File: config.mk
export PLATFORM = sky130hd
export DESIGN_NAME = char_class_bitmap_matcher_core
export DESIGN_NICKNAME = d
export VERILOG_FILES = /design/src/rtl/ccbm_pkg.sv /design/src/rtl/ccbm_ctrl.sv /design/src/rtl/ccbm_datapath.sv /design/src/rtl/char_class_bitmap_matcher_core.sv
export SDC_FILE = /design/constraint.sdc
export NUM_CORES = 1
export LEC_CHECK = 0
export BUFFER_PORTS_ARGS = -buffer_cell sky130_fd_sc_hd__buf_4
export CELL_PAD_IN_SITES_DETAIL_PLACEMENT = 1
export CELL_PAD_IN_SITES_GLOBAL_PLACEMENT = 1
export CORE_ASPECT_RATIO = 0.5
export CORE_MARGIN = 2
export CORE_UTILIZATION = 40
export CTS_CLUSTER_DIAMETER = 80
export CTS_CLUSTER_SIZE = 12
export DETAILED_ROUTE_END_ITERATION = 8
export PLACE_DENSITY = 0.71
export SLEW_MARGIN = 10
export SYNTH_ARGS = -nofsm -noshare
export SYNTH_HDL_FRONTEND = slang
export SYNTH_SLANG_ARGS = --single-unit
File: constraint.sdc
create_clock -name clk -period 6.6 [get_ports clk]
set_input_delay 0.33 -clock clk [delete_from_list [all_inputs] [get_ports clk]]
set_output_delay 0.33 -clock clk [all_outputs]
set_load 0.03 [all_outputs]
File: src/rtl/ccbm_pkg.sv
// Shared types, codes and character helpers for the bracket character-class matcher.
// No dependencies; imported by every other RTL file.
`timescale 1ns / 1ps
`default_nettype none

package ccbm_pkg;

	localparam int MAP_BYTES = 16;
	localparam int MAP_BITS  = MAP_BYTES * 8;
	localparam int IDX_W     = $clog2(MAP_BITS);

	localparam logic OP_PATTERN = 1'b0;
	localparam logic OP_QUERY   = 1'b1;

	localparam logic [1:0] ST_PENDING  = 2'd0;
	localparam logic [1:0] ST_COMPLETE = 2'd1;
	localparam logic [1:0] ST_NO_CLOSE = 2'd2;
	localparam logic [1:0] ST_NO_SET   = 2'd3;

	localparam logic [7:0] CH_STAR   = 8'h2A;
	localparam logic [7:0] CH_DASH   = 8'h2D;
	localparam logic [7:0] CH_LBR    = 8'h5B;
	localparam logic [7:0] CH_BSLASH = 8'h5C;
	localparam logic [7:0] CH_RBR    = 8'h5D;
	localparam logic [7:0] CH_CARET  = 8'h5E;
	localparam logic [7:0] CASE_GAP  = 8'h20;

	typedef struct packed {
		logic       op;
		logic [7:0] char_in;
		logic       pattern_end;
	} ccbm_in_t;

	typedef struct packed {
		logic       matched;
		logic [1:0] status;
	} ccbm_out_t;

	typedef enum logic [2:0] {
		PH_BEFORE  = 3'd0,
		PH_OPEN    = 3'd1,
		PH_LEAD    = 3'd2,
		PH_LEADBR  = 3'd3,
		PH_BODY    = 3'd4,
		PH_DASH    = 3'd5,
		PH_ESC     = 3'd6,
		PH_STOPPED = 3'd7
	} phase_t;

	typedef enum logic {
		CTL_IDLE  = 1'b0,
		CTL_RANGE = 1'b1
	} ctl_state_t;

	typedef struct packed {
		logic accept;
		logic step;
	} ccbm_cmd_t;

	typedef struct packed {
		logic range_req;
		logic range_done;
	} ccbm_stat_t;

	function automatic logic [7:0] escape_of(input logic [7:0] c);
		logic [7:0] e;
		case (c)
			8'h61:   e = 8'd7;
			8'h62:   e = 8'd8;
			8'h66:   e = 8'd12;
			8'h6E:   e = 8'd10;
			8'h72:   e = 8'd13;
			8'h74:   e = 8'd9;
			8'h76:   e = 8'd11;
			default: e = 8'd0;
		endcase
		return e;
	endfunction

	// map bits for one character, plus the other case of a letter when folding
	function automatic logic [MAP_BITS-1:0] char_bits(input logic [7:0] c, input logic cs);
		logic [MAP_BITS-1:0] m;
		logic [7:0]          alt;
		logic                other;
		m     = '0;
		alt   = c;
		other = 1'b0;
		m[c[IDX_W-1:0]] = 1'b1;
		if (!cs) begin
			if (c inside {[8'h61:8'h7A]}) begin
				alt   = c - CASE_GAP;
				other = 1'b1;
			end else if (c inside {[8'h41:8'h5A]}) begin
				alt   = c + CASE_GAP;
				other = 1'b1;
			end
		end
		if (other) begin
			m[alt[IDX_W-1:0]] = 1'b1;
		end
		return m;
	endfunction

endpackage

`default_nettype wire

File: src/rtl/ccbm_ctrl.sv
// Controller: handshake, output valid and range-fill sequencing.
// Depends on ccbm_pkg.
`timescale 1ns / 1ps
`default_nettype none

module ccbm_ctrl
	import ccbm_pkg::*;
(
	input  wire logic       clk,
	input  wire logic       arst_n,
	input  wire logic       in_valid,
	input  wire logic       out_stall,
	input  wire ccbm_stat_t stat,
	output logic            in_stall,
	output logic            out_valid,
	output ccbm_cmd_t       cmd
);

	ctl_state_t state_q, state_n;
	logic       out_valid_q;

	always_comb begin
		state_n = state_q;
		case (state_q)
			CTL_IDLE: begin
				if (cmd.accept && stat.range_req) begin
					state_n = CTL_RANGE;
				end
			end
			CTL_RANGE: begin
				if (stat.range_done) begin
					state_n = CTL_IDLE;
				end
			end
			default: state_n = CTL_IDLE;
		endcase
	end

	always_comb begin
		in_stall   = (state_q != CTL_IDLE) || (out_valid_q && out_stall);
		cmd.accept = in_valid && !in_stall;
		cmd.step   = (state_q == CTL_RANGE);
		out_valid  = out_valid_q;
	end

	always_ff @(posedge clk or negedge arst_n) begin
		if (!arst_n) begin
			state_q     <= CTL_IDLE;
			out_valid_q <= 1'b0;
		end else begin
			state_q <= state_n;
			if (cmd.accept) begin
				out_valid_q <= 1'b1;
			end else if (!out_stall) begin
				out_valid_q <= 1'b0;
			end
		end
	end

endmodule

`default_nettype wire

File: src/rtl/ccbm_datapath.sv
// Datapath: bracket parser, building and committed maps, range counter, result register.
// Depends on ccbm_pkg; sequenced by ccbm_ctrl.
`timescale 1ns / 1ps
`default_nettype none

module ccbm_datapath
	import ccbm_pkg::*;
(
	input  wire logic     clk,
	input  wire logic     arst_n,
	input  wire logic     cfg_we,
	input  wire logic     cfg_wdata,
	input  wire ccbm_in_t in_data,
	input  wire ccbm_cmd_t cmd,
	output ccbm_stat_t    stat,
	output ccbm_out_t     out_data
);

	logic                 cs_q;
	phase_t               phase_q, phase_n;
	logic                 neg_q, neg_n;
	logic [7:0]           prev_q, prev_n;
	logic [MAP_BITS-1:0]  bmap_q, bmap_n;
	logic [MAP_BITS-1:0]  cmap_q, cmap_n;
	logic                 all_q, all_n;
	logic signed [8:0]    cnt_q, hi_q;
	ccbm_out_t            out_q;

	logic [1:0]           status_n;
	phase_t               ph;
	logic                 done;
	logic [7:0]           c;
	logic [7:0]           esc;
	logic                 pattern_acc;

	assign c           = in_data.char_in;
	assign esc         = escape_of(c);
	assign pattern_acc = cmd.accept && (in_data.op == OP_PATTERN);

	assign stat.range_req  = (in_data.op == OP_PATTERN) && !in_data.pattern_end &&
		(phase_q == PH_DASH) && (c != CH_RBR);
	assign stat.range_done = (cnt_q > hi_q);

	always_comb begin
		phase_n  = phase_q;
		neg_n    = neg_q;
		prev_n   = prev_q;
		bmap_n   = bmap_q;
		cmap_n   = cmap_q;
		all_n    = all_q;
		status_n = ST_PENDING;
		ph       = phase_q;
		done     = 1'b0;
		if (phase_q == PH_BEFORE) begin
			all_n  = 1'b0;
			neg_n  = 1'b0;
			prev_n = 8'd0;
			bmap_n = '0;
		end
		if (in_data.pattern_end) begin
			if (phase_q == PH_BEFORE) begin
				status_n = ST_NO_SET;
			end else if (phase_q != PH_STOPPED) begin
				status_n = ST_NO_CLOSE;
			end
			phase_n = PH_BEFORE;
		end else begin
			case (phase_q)
				PH_BEFORE: begin
					if (c == CH_STAR) begin
						all_n    = 1'b1;
						phase_n  = PH_STOPPED;
						status_n = ST_COMPLETE;
					end else if (c == CH_LBR) begin
						phase_n = PH_OPEN;
					end
				end
				PH_DASH: begin
					if (c == CH_RBR) begin
						cmap_n   = (bmap_n | char_bits(CH_DASH, cs_q)) ^ {MAP_BITS{neg_n}};
						bmap_n   = '0;
						phase_n  = PH_STOPPED;
						status_n = ST_COMPLETE;
					end else begin
						prev_n  = c;
						phase_n = PH_BODY;
					end
				end
				PH_ESC: begin
					bmap_n  = bmap_n | char_bits((esc != 8'd0) ? esc : c, cs_q);
					prev_n  = c;
					phase_n = PH_BODY;
				end
				PH_STOPPED: begin
					phase_n = PH_STOPPED;
				end
				default: begin
					if (ph == PH_OPEN) begin
						if (c == CH_CARET) begin
							neg_n   = 1'b1;
							phase_n = PH_LEAD;
							done    = 1'b1;
						end else begin
							ph = PH_LEAD;
						end
					end
					if (!done && ph == PH_LEAD) begin
						ph = PH_LEADBR;
						if (c == CH_DASH) begin
							bmap_n  = bmap_n | char_bits(c, 1'b1);
							prev_n  = c;
							phase_n = PH_LEADBR;
							done    = 1'b1;
						end
					end
					if (!done && ph == PH_LEADBR) begin
						ph = PH_BODY;
						if (c == CH_RBR) begin
							bmap_n  = bmap_n | char_bits(c, 1'b1);
							prev_n  = c;
							phase_n = PH_BODY;
							done    = 1'b1;
						end
					end
					if (!done) begin
						if (c == CH_RBR) begin
							cmap_n   = bmap_n ^ {MAP_BITS{neg_n}};
							bmap_n   = '0;
							phase_n  = PH_STOPPED;
							status_n = ST_COMPLETE;
						end else if (c == CH_DASH) begin
							phase_n = PH_DASH;
						end else if (c == CH_BSLASH) begin
							phase_n = PH_ESC;
						end else begin
							bmap_n  = bmap_n | char_bits(c, cs_q);
							prev_n  = c;
							phase_n = PH_BODY;
						end
					end
				end
			endcase
		end
	end

	always_ff @(posedge clk or negedge arst_n) begin
		if (!arst_n) begin
			cs_q    <= 1'b1;
			phase_q <= PH_BEFORE;
			neg_q   <= 1'b0;
			prev_q  <= 8'd0;
			bmap_q  <= '0;
			cmap_q  <= '0;
			all_q   <= 1'b0;
		end else begin
			if (cfg_we) begin
				cs_q <= cfg_wdata;
			end
			if (pattern_acc) begin
				phase_q <= phase_n;
				neg_q   <= neg_n;
				prev_q  <= prev_n;
				bmap_q  <= bmap_n;
				cmap_q  <= cmap_n;
				all_q   <= all_n;
			end else if (cmd.step && !stat.range_done) begin
				bmap_q <= bmap_q | char_bits(cnt_q[7:0], cs_q);
			end
		end
	end

	// range counter: previous char + 1 up to end char, signed bytes
	always_ff @(posedge clk) begin
		if (pattern_acc && stat.range_req) begin
			cnt_q <= $signed({prev_q[7], prev_q}) + 9'sd1;
			hi_q  <= $signed({c[7], c});
		end else if (cmd.step && !stat.range_done) begin
			cnt_q <= cnt_q + 9'sd1;
		end
	end

	always_ff @(posedge clk) begin
		if (cmd.accept) begin
			if (in_data.op == OP_QUERY) begin
				out_q.matched <= all_q | cmap_q[c[IDX_W-1:0]];
				out_q.status  <= ST_PENDING;
			end else begin
				out_q.matched <= 1'b0;
				out_q.status  <= status_n;
			end
		end
	end

	assign out_data = out_q;

endmodule

`default_nettype wire

File: src/rtl/char_class_bitmap_matcher_core.sv
// Top level of the bracket character-class matcher: controller plus datapath.
// Depends on ccbm_pkg, ccbm_ctrl, ccbm_datapath.
//
//  channel  | handshake            | payload
//  ---------+----------------------+------------------------------------
//  input    | in_valid / in_stall  | in_data  (op, char_in, pattern_end)
//  output   | out_valid / out_stall| out_data (matched, status)
//  config   | cfg_we               | cfg_wdata (case_sensitive)
//
// A new request is taken every cycle unless in_stall is high; only a range request (x-y)
// stalls the input itself, while the datapath counter sets one map bit per cycle for each
// value after x up to y, compared as signed bytes (up to 255 values).
// Results are registered; one output slot, so input stalls while a result waits stalled.
// arst_n clears parse state, both maps, match-all and sets case_sensitive to 1.
`timescale 1ns / 1ps
`default_nettype none

module char_class_bitmap_matcher_core
	import ccbm_pkg::*;
(
	input  wire logic     clk,
	input  wire logic     arst_n,
	input  wire logic     cfg_we,
	input  wire logic     cfg_wdata,
	input  wire logic     in_valid,
	output logic          in_stall,
	input  wire ccbm_in_t in_data,
	output logic          out_valid,
	input  wire logic     out_stall,
	output ccbm_out_t     out_data
);

	ccbm_cmd_t  cmd;
	ccbm_stat_t stat;

	ccbm_ctrl u_ctrl (
		.clk       (clk),
		.arst_n    (arst_n),
		.in_valid  (in_valid),
		.out_stall (out_stall),
		.stat      (stat),
		.in_stall  (in_stall),
		.out_valid (out_valid),
		.cmd       (cmd)
	);

	ccbm_datapath u_dp (
		.clk       (clk),
		.arst_n    (arst_n),
		.cfg_we    (cfg_we),
		.cfg_wdata (cfg_wdata),
		.in_data   (in_data),
		.cmd       (cmd),
		.stat      (stat),
		.out_data  (out_data)
	);

endmodule

`default_nettype wire
# Yosys cells after proc, flatten, opt, wreduce, memory -nomap -nowiden
# Cells that the tools add are included.
# word_totals
ff_bits,292
in_bits,16
# op_classes
add_sub_neg,8
magnitude_cmp,25
eq_ne,24
mux,160
bitwise,15
n_reduce_logical,39
# op_table
operator,count
128-bit 2-to-1 mux,33
128-bit OR,8
128-bit case mux with 3 select lines,1
128-bit case mux with 2 select lines,1
128-bit bitwise XOR,2
7-bit 2-to-1 mux,19
8-bit 2-to-1 mux,12
"8-bit by 7-bit == test with 1-bit output, second input constant",11
3-bit 2-to-1 mux,19
1-bit 2-to-1 mux,55
"8-bit by 7-bit >= comparator with 1-bit output, second input constant",6
"8-bit by 7-bit less-or-equal comparator with 1-bit output, second input constant",6
"7-bit by 8-bit less-than comparator with 1-bit output, second input constant",6
1-bit demux with 7-bit select,6
"7-bit by 1-bit >= comparator with 1-bit output, second input constant",6
4-bit case mux with 7 select lines,1
8-bit case mux with 3 select lines,1
1-bit logical AND,23
"7-bit by 6-bit adder with 7-bit output, second input constant",3
"7-bit by 6-bit subtractor with 7-bit output, second input constant",3
9-bit 2-to-1 mux,2
"8-bit by 6-bit == test with 1-bit output, second input constant",2
2-bit 2-to-1 mux,6
3-bit case mux with 4 select lines,1
other kinds (25),38

# Depth between registers and ports, before layout
# logic_depth
depth_word,38
mapped_depth,19

# Modules after synthesis
# From an unflattened synthesis, not the netlist that was laid out.
# hier_totals
cells_unflattened,2289
area_unflattened_um2,19225.9
# modules_own_cells
module,n_inst,cells_each,area_each_um2
ccbm_datapath,1,2278,19114.6
ccbm_ctrl,1,11,111.4

# Worst setup path before layout
# No wires, ideal clock.
# synth_path
kind,input-to-reg
from,input in_data[3] (netlist name)
to,register u_dp.bmap_q[76]
arrival_ns,3.404
t_required_ns,6.462
slack_ns,3.058
path_stages,17
path_cell_list,buf_2 > buf_2 > nor2b_1 > o21ai_1 > a21o_1 > and2_1 > nand2_1 > inv_1 > ha_1 > or4b_1 > nand3_1 > nand3_1 > a221o_1 > a31o_2 > buf_6 > a222oi_1 > o22ai_1
# synth_via
elab_chain_cells,31
# synth_lines
item,line,source
from (decl),char_class_bitmap_matcher_core.sv:27,"input wire ccbm_in_t in_data,"
8-bit by 7-bit >= comparator with 1-bit output / 8-bit by 7-bit less-or-equal comparator with 1-bit output (equally long branches),ccbm_pkg.sv:93,end else if (c inside {[8'h41:8'h5A]}) begin
1-bit logical AND,ccbm_pkg.sv:93,
7-bit 2-to-1 mux,ccbm_pkg.sv:93,
7-bit 2-to-1 mux,ccbm_pkg.sv:90,if (c inside {[8'h61:8'h7A]}) begin
7-bit 2-to-1 mux,ccbm_pkg.sv:89,if (!cs) begin
7-bit 2-to-1 mux,ccbm_datapath.sv:133,end else if (c == CH_BSLASH) begin
7-bit 2-to-1 mux,ccbm_datapath.sv:131,end else if (c == CH_DASH) begin
7-bit 2-to-1 mux,ccbm_datapath.sv:126,if (c == CH_RBR) begin
(+15 left out),-,
128-bit OR,ccbm_datapath.sv:136,"bmap_n = bmap_n | char_bits(c, cs_q);"
128-bit 2-to-1 mux,ccbm_datapath.sv:133,
128-bit 2-to-1 mux,ccbm_datapath.sv:131,
128-bit 2-to-1 mux,ccbm_datapath.sv:126,
128-bit 2-to-1 mux,ccbm_datapath.sv:125,if (!done) begin
128-bit case mux with 3 select lines *,ccbm_datapath.sv:68,case (phase_q)
128-bit 2-to-1 mux *,ccbm_datapath.sv:60,if (in_data.pattern_end) begin
128-bit 2-to-1 mux *,ccbm_datapath.sv:159,if (pattern_acc) begin
to (signal assigned),ccbm_datapath.sv:163,bmap_q <= bmap_n;
to (signal assigned),ccbm_datapath.sv:167,"bmap_q <= bmap_q | char_bits(cnt_q[7:0], cs_q);"
to (decl),ccbm_datapath.sv:23,"logic [MAP_BITS-1:0] bmap_q, bmap_n;"
# Mark *: on every way between the ends. The rest lies on a longest branch, timed or not. The select of a mux whose other input is x is not followed.
# A chain may end at the register's enable or synchronous reset.

# Final worst setup path
# layout_path
from,input in_data[2] (netlist name)
to,register u_dp.bmap_q[125]
# The elaborated chain is that of the path after synthesis.

==> results_tabular.tex <==
\begin{tabular}{lr}
\hline
Metric & Value \\
\hline
\multicolumn{2}{l}{\textbf{Setup path}} \\
Setup crit end kind & register \\
Most frequent CP cell & nand2\_1 \\
Count of buffering cells on the critical path with inverters included & 2 \\
Biggest cell delay along the critical path & 0.74 ns \\
Data required time at the worst endpoint & 7.15 ns \\
Cell-by-cell trace of the critical path & buf\_4 > nor3b\_4 > nand2\_1 > a21o\_1 > and2\_1 > nand2\_1 > inv\_1 > ha\_1 > or4b\_1 > nand3\_1 > nand2\_1 > nor4b\_4 > a221o\_1 > a21o\_1 > a211oi\_1 > a211oi\_1 > a221o\_1 \\
Depth of the worst register-to-register path & 10 \\
Family of cells with the greatest summed delay on the critical path & compound AO/OA/AOI/OAI gates \\
Category of the worst setup path launch point & input pin \\
Critical-path maximum fanout & 44 \\
Data arrival time at the worst-slack endpoint & 4.81 ns \\
Master of the slowest instance on the critical path & a21o\_1 \\
Reg2Reg Launch Point & u\_dp.phase\_q[1] \\
Crit path kind & in -> reg \\
RR Endpoint & u\_dp.bmap\_q[49] \\
Reg2Reg Setup Slack & 2.47 ns \\
\multicolumn{2}{l}{\textbf{Yosys}} \\
Number of synthesized flops with an enable pin & 20 \\
Prevailing post-synth register cell & dfrtp\_1 \\
Number of unique standard cell types used by synthesis & 93 \\
Number of warnings printed during yosys synthesis & 0 \\
Sequential cell area fraction in the yosys report & about 39\% \\
Total standard cell area after synthesis & roughly 19000 um\^{}2 \\
Top cells by area, synth & dfrtp\_1 35\%, a21oi\_1 7.8\%, nor2\_1 5.8\% \\
Leading area contributor after synthesis & dfrtp\_1 \\
Synthesized instance count & 2296 \\
Number of nets produced by synthesis & roughly 2300 \\
Portion of synthesized cell area occupied by the leading cell type & 35.3\% \\
Post-synthesis async set-or-reset flop share & 93.2\% \\
Number of synthesized register bits & 292 \\
Post-Syn Area per Cell & roughly 8.4 um\^{}2 \\
\multicolumn{2}{l}{\textbf{Run}} \\
Number of max-cap violations & 0 \\
\multicolumn{2}{l}{\textbf{Min path}} \\
Endpoint of the worst hold path & u\_dp.out\_data[0] \\
Start point of the worst min-delay path & in\_data[9] \\
Worst hold-check path type & in -> reg \\
Worst hold path cell count & 2 \\
\multicolumn{2}{l}{\textbf{Run status}} \\
Run status & finished clean \\
\multicolumn{2}{l}{\textbf{Die}} \\
Placeable core region & about 47000 um\^{}2 \\
Height of the die & 159 um \\
Width of the die & 314 um \\
Total I/O pin count & 21 \\
Number of standard-cell rows in the floorplan & 56 \\
Die footprint & 49900 um\^{}2 \\
Initial Util & 40.8\% \\
\multicolumn{2}{l}{\textbf{Detailed routing}} \\
Via count & $\sim$20000 \\
Drt via density & 7.03 \\
Total wirelength of the detailed-routed design & 94400 um \\
DRC viols & 0 \\
Routed wirelength normalized by instance count & $\sim$33 um \\
Number of DRC violations after detailed-routing iteration 0 & 2937 \\
Antenna-violating nets left & 0 \\
First-pass detailed-route iteration total & 6 \\
\multicolumn{2}{l}{\textbf{Global routing}} \\
Global-route wire length before repair & 138000 um \\
Vias in the first global route & 19500 \\
Global routing usage summed across all routing layers & 37.2\% \\
Pin count of the biggest net entering global routing & between 150 and 200 \\
Initial antenna violation count & 3 \\
Total congestion overflow & 0 \\
\multicolumn{2}{l}{\textbf{Place}} \\
HPWL after detailed placement & 65300 um \\
Placer Congestion & $\sim$1.0 \\
Count of buffers inserted at the top-level ports & 20 \\
Post-placement cell area & 19900 um\^{}2 \\
Worst slack at placement & around 1.9 ns \\
\multicolumn{2}{l}{\textbf{Clock network}} \\
\# clock sinks & 292 \\
Clock-pin slew on the worst setup and hold paths & 0.08 ns \\
Clock root cell & clkbuf\_16 \\
CTS Hold Buffers Added & 4 \\
Cts bufs inserted & 28 \\
CTS resizes & 0 \\
TritonCTS clock tree & built \\
H-Tree Level Count & 1 \\
Postcts setup bufs & 0 \\
Insertion delay to the later sink of the worst-skew pair & 0.61 ns \\
Clock Path Buffers & 3 \\
\multicolumn{2}{l}{\textbf{Finish}} \\
Fraction of final layout cells with drive strength greater than 1 & 9.71\% \\
Final net count & $\sim$2300 \\
Layout overhead on the synthesized area & 7.76\% \\
Commonest cells after routing, fill and taps aside & 298 x a21oi\_1, 292 x nor2\_1, 271 x dfrtp\_1 \\
Commonest non-fill, non-tap cell in the layout & a21oi\_1 \\
Design Area, Final & approximately 21000 um\^{}2 \\
\multicolumn{2}{l}{\textbf{STA}} \\
Tcrit/Tclk final & 64.6\% \\
Max-slew violations & 0 \\
Clock Skews & 0.0256 ns \\
Maximum operating frequency & 235 MHz \\
Sum of negative setup slack & 0 ns \\
Setup violations, final & 0 \\
RSZ-0062 raised after global routing & no \\
Measured slew at the worst slew-check pin & 1.36 ns \\
Number of failing hold endpoints at the final stage & 0 \\
Post-layout min period & 4.26 ns \\
Post-route worst setup slack & 2.34 ns \\
Max-slew headroom & 8.66\% \\
\multicolumn{2}{l}{\textbf{Power}} \\
Pwr/cell area & 235 nW/um\^{}2 \\
Leak Pwr & roughly 8.3 nW \\
Peak supply drop & around 220 uV \\
\hline
\end{tabular}
metrics by stage:
| step | power [mW] | hold WS, ns | instances | utilization, % |
|---|---|---|---|---|
| 2_1_floorplan | 2.72 | 0.0344 | 2296 | - |
| 3_3_place_gp | 3.24 | 0.317 | 2819 | 42.2 |
| 3_5_place_dp | 3.25 | 0.317 | 2819 | 42.2 |
| 4_1_cts | 4.79 | 0.0847 | 2863 | 43.9 |
| 5_1_grt | 4.97 | 0.101 | 2863 | 43.9 |
| 6_report | 4.85 | 0.0935 | 2864 | 43.9 |
worst max path at each step:
stage,from,to,depth (start not counted)
floorplan,in_data[3],u_dp.bmap_q[76],17
global placement,in_data[4],u_dp.bmap_q[125],17
detailed placement,in_data[2],u_dp.bmap_q[125],17
CTS,in_data[2],u_dp.bmap_q[125],17
global route,u_dp.phase_q[2],u_dp.cnt_q[8],11
finish,in_data[2],u_dp.bmap_q[125],17
state kept, by name, indices dropped and copies added, names as in the netlist, 3 cells and up, named ones only:
signal	count
u_dp.cmap_q	128
u_dp.hi_q	8
u_dp.bmap_q	128
u_dp.phase_q	3
u_dp.prev_q	8
u_dp.cnt_q	9
u_dp.out_data	3
logic make-up after synthesis:
kind of cell               count (synthesis)  synth area share, %
muxes                                     50                 5.37
adders and majority gates                 22                 1.43
buffers and inverters                    216                 4.73
AOI/OAI and AO/OA                        936                 31.5
and+or+nand+nor                          764                 17.7
DFF                                      292                 38.6
xor gates and xnor gates                  16                0.730
Yosys cell counts, types with 9 or more instances:
cell	number
a211oi_1	42
a21o_1	16
a21oi_1	299
a221o_1	21
a221oi_1	79
a222oi_1	12
a22o_1	13
a22oi_1	55
a31oi_1	26
a32oi_1	12
and3_1	21
buf_1	11
buf_2	24
clkbuf_1	144
dfrtp_1	271
edfxtp_1	20
ha_1	22
inv_1	23
mux4_2	42
nand2_1	271
nand2b_1	19
nand3_1	31
nor2_1	294
nor2b_1	15
nor3_1	48
o211ai_1	12
o21a_1	13
o21ai_0	218
o21ai_1	9
o22ai_1	28
xnor2_1	12
routing by layer:
layer | up-vias | share of wire, % | track usage [%] | wire (um)
met5 | - | 0.046 | 0 | 43
met4 | 6 | 3.7 | 12.0 | 3480
met3 | 225 | 13 | 12.0 | 12300
met2 | 1250 | 40 | 50.9 | 37400
met1 | 10200 | 44 | 54.8 | 41200
li1 | 8400 | - | - | -
worst reg2reg max path, stage by stage (launching register included):
cell and delay (ns):
dfrtp_1 0.73, or2_2 0.30, nand2b_1 0.14, o21ai_1 0.13, buf_4 0.31, nand2_1 0.58, a211oi_4 1.05, a221oi_1 0.29
o21ai_0 0.20, o21ai_1 0.09, a211oi_1 0.22
area by class of cell:
class,count,area [um^2]
sequential,292,7410
multi-input combinational,1788,11000
clock inverter,1,8.76
tap,638,798
timing repair buffer,80,656
clock buffer,39,763
fill,5607,26400
inverter,25,93.8
antenna,1,2.50
where the power goes:
part	switching (mW)	total (mW)	internal (mW)
clock network	0.763	1.56	0.792
logic	0.943	1.24	0.302
registers	0.152	2.05	1.90
total	1.86	4.85	2.99
No activity file was read; power rests on OpenSTA's default activity.
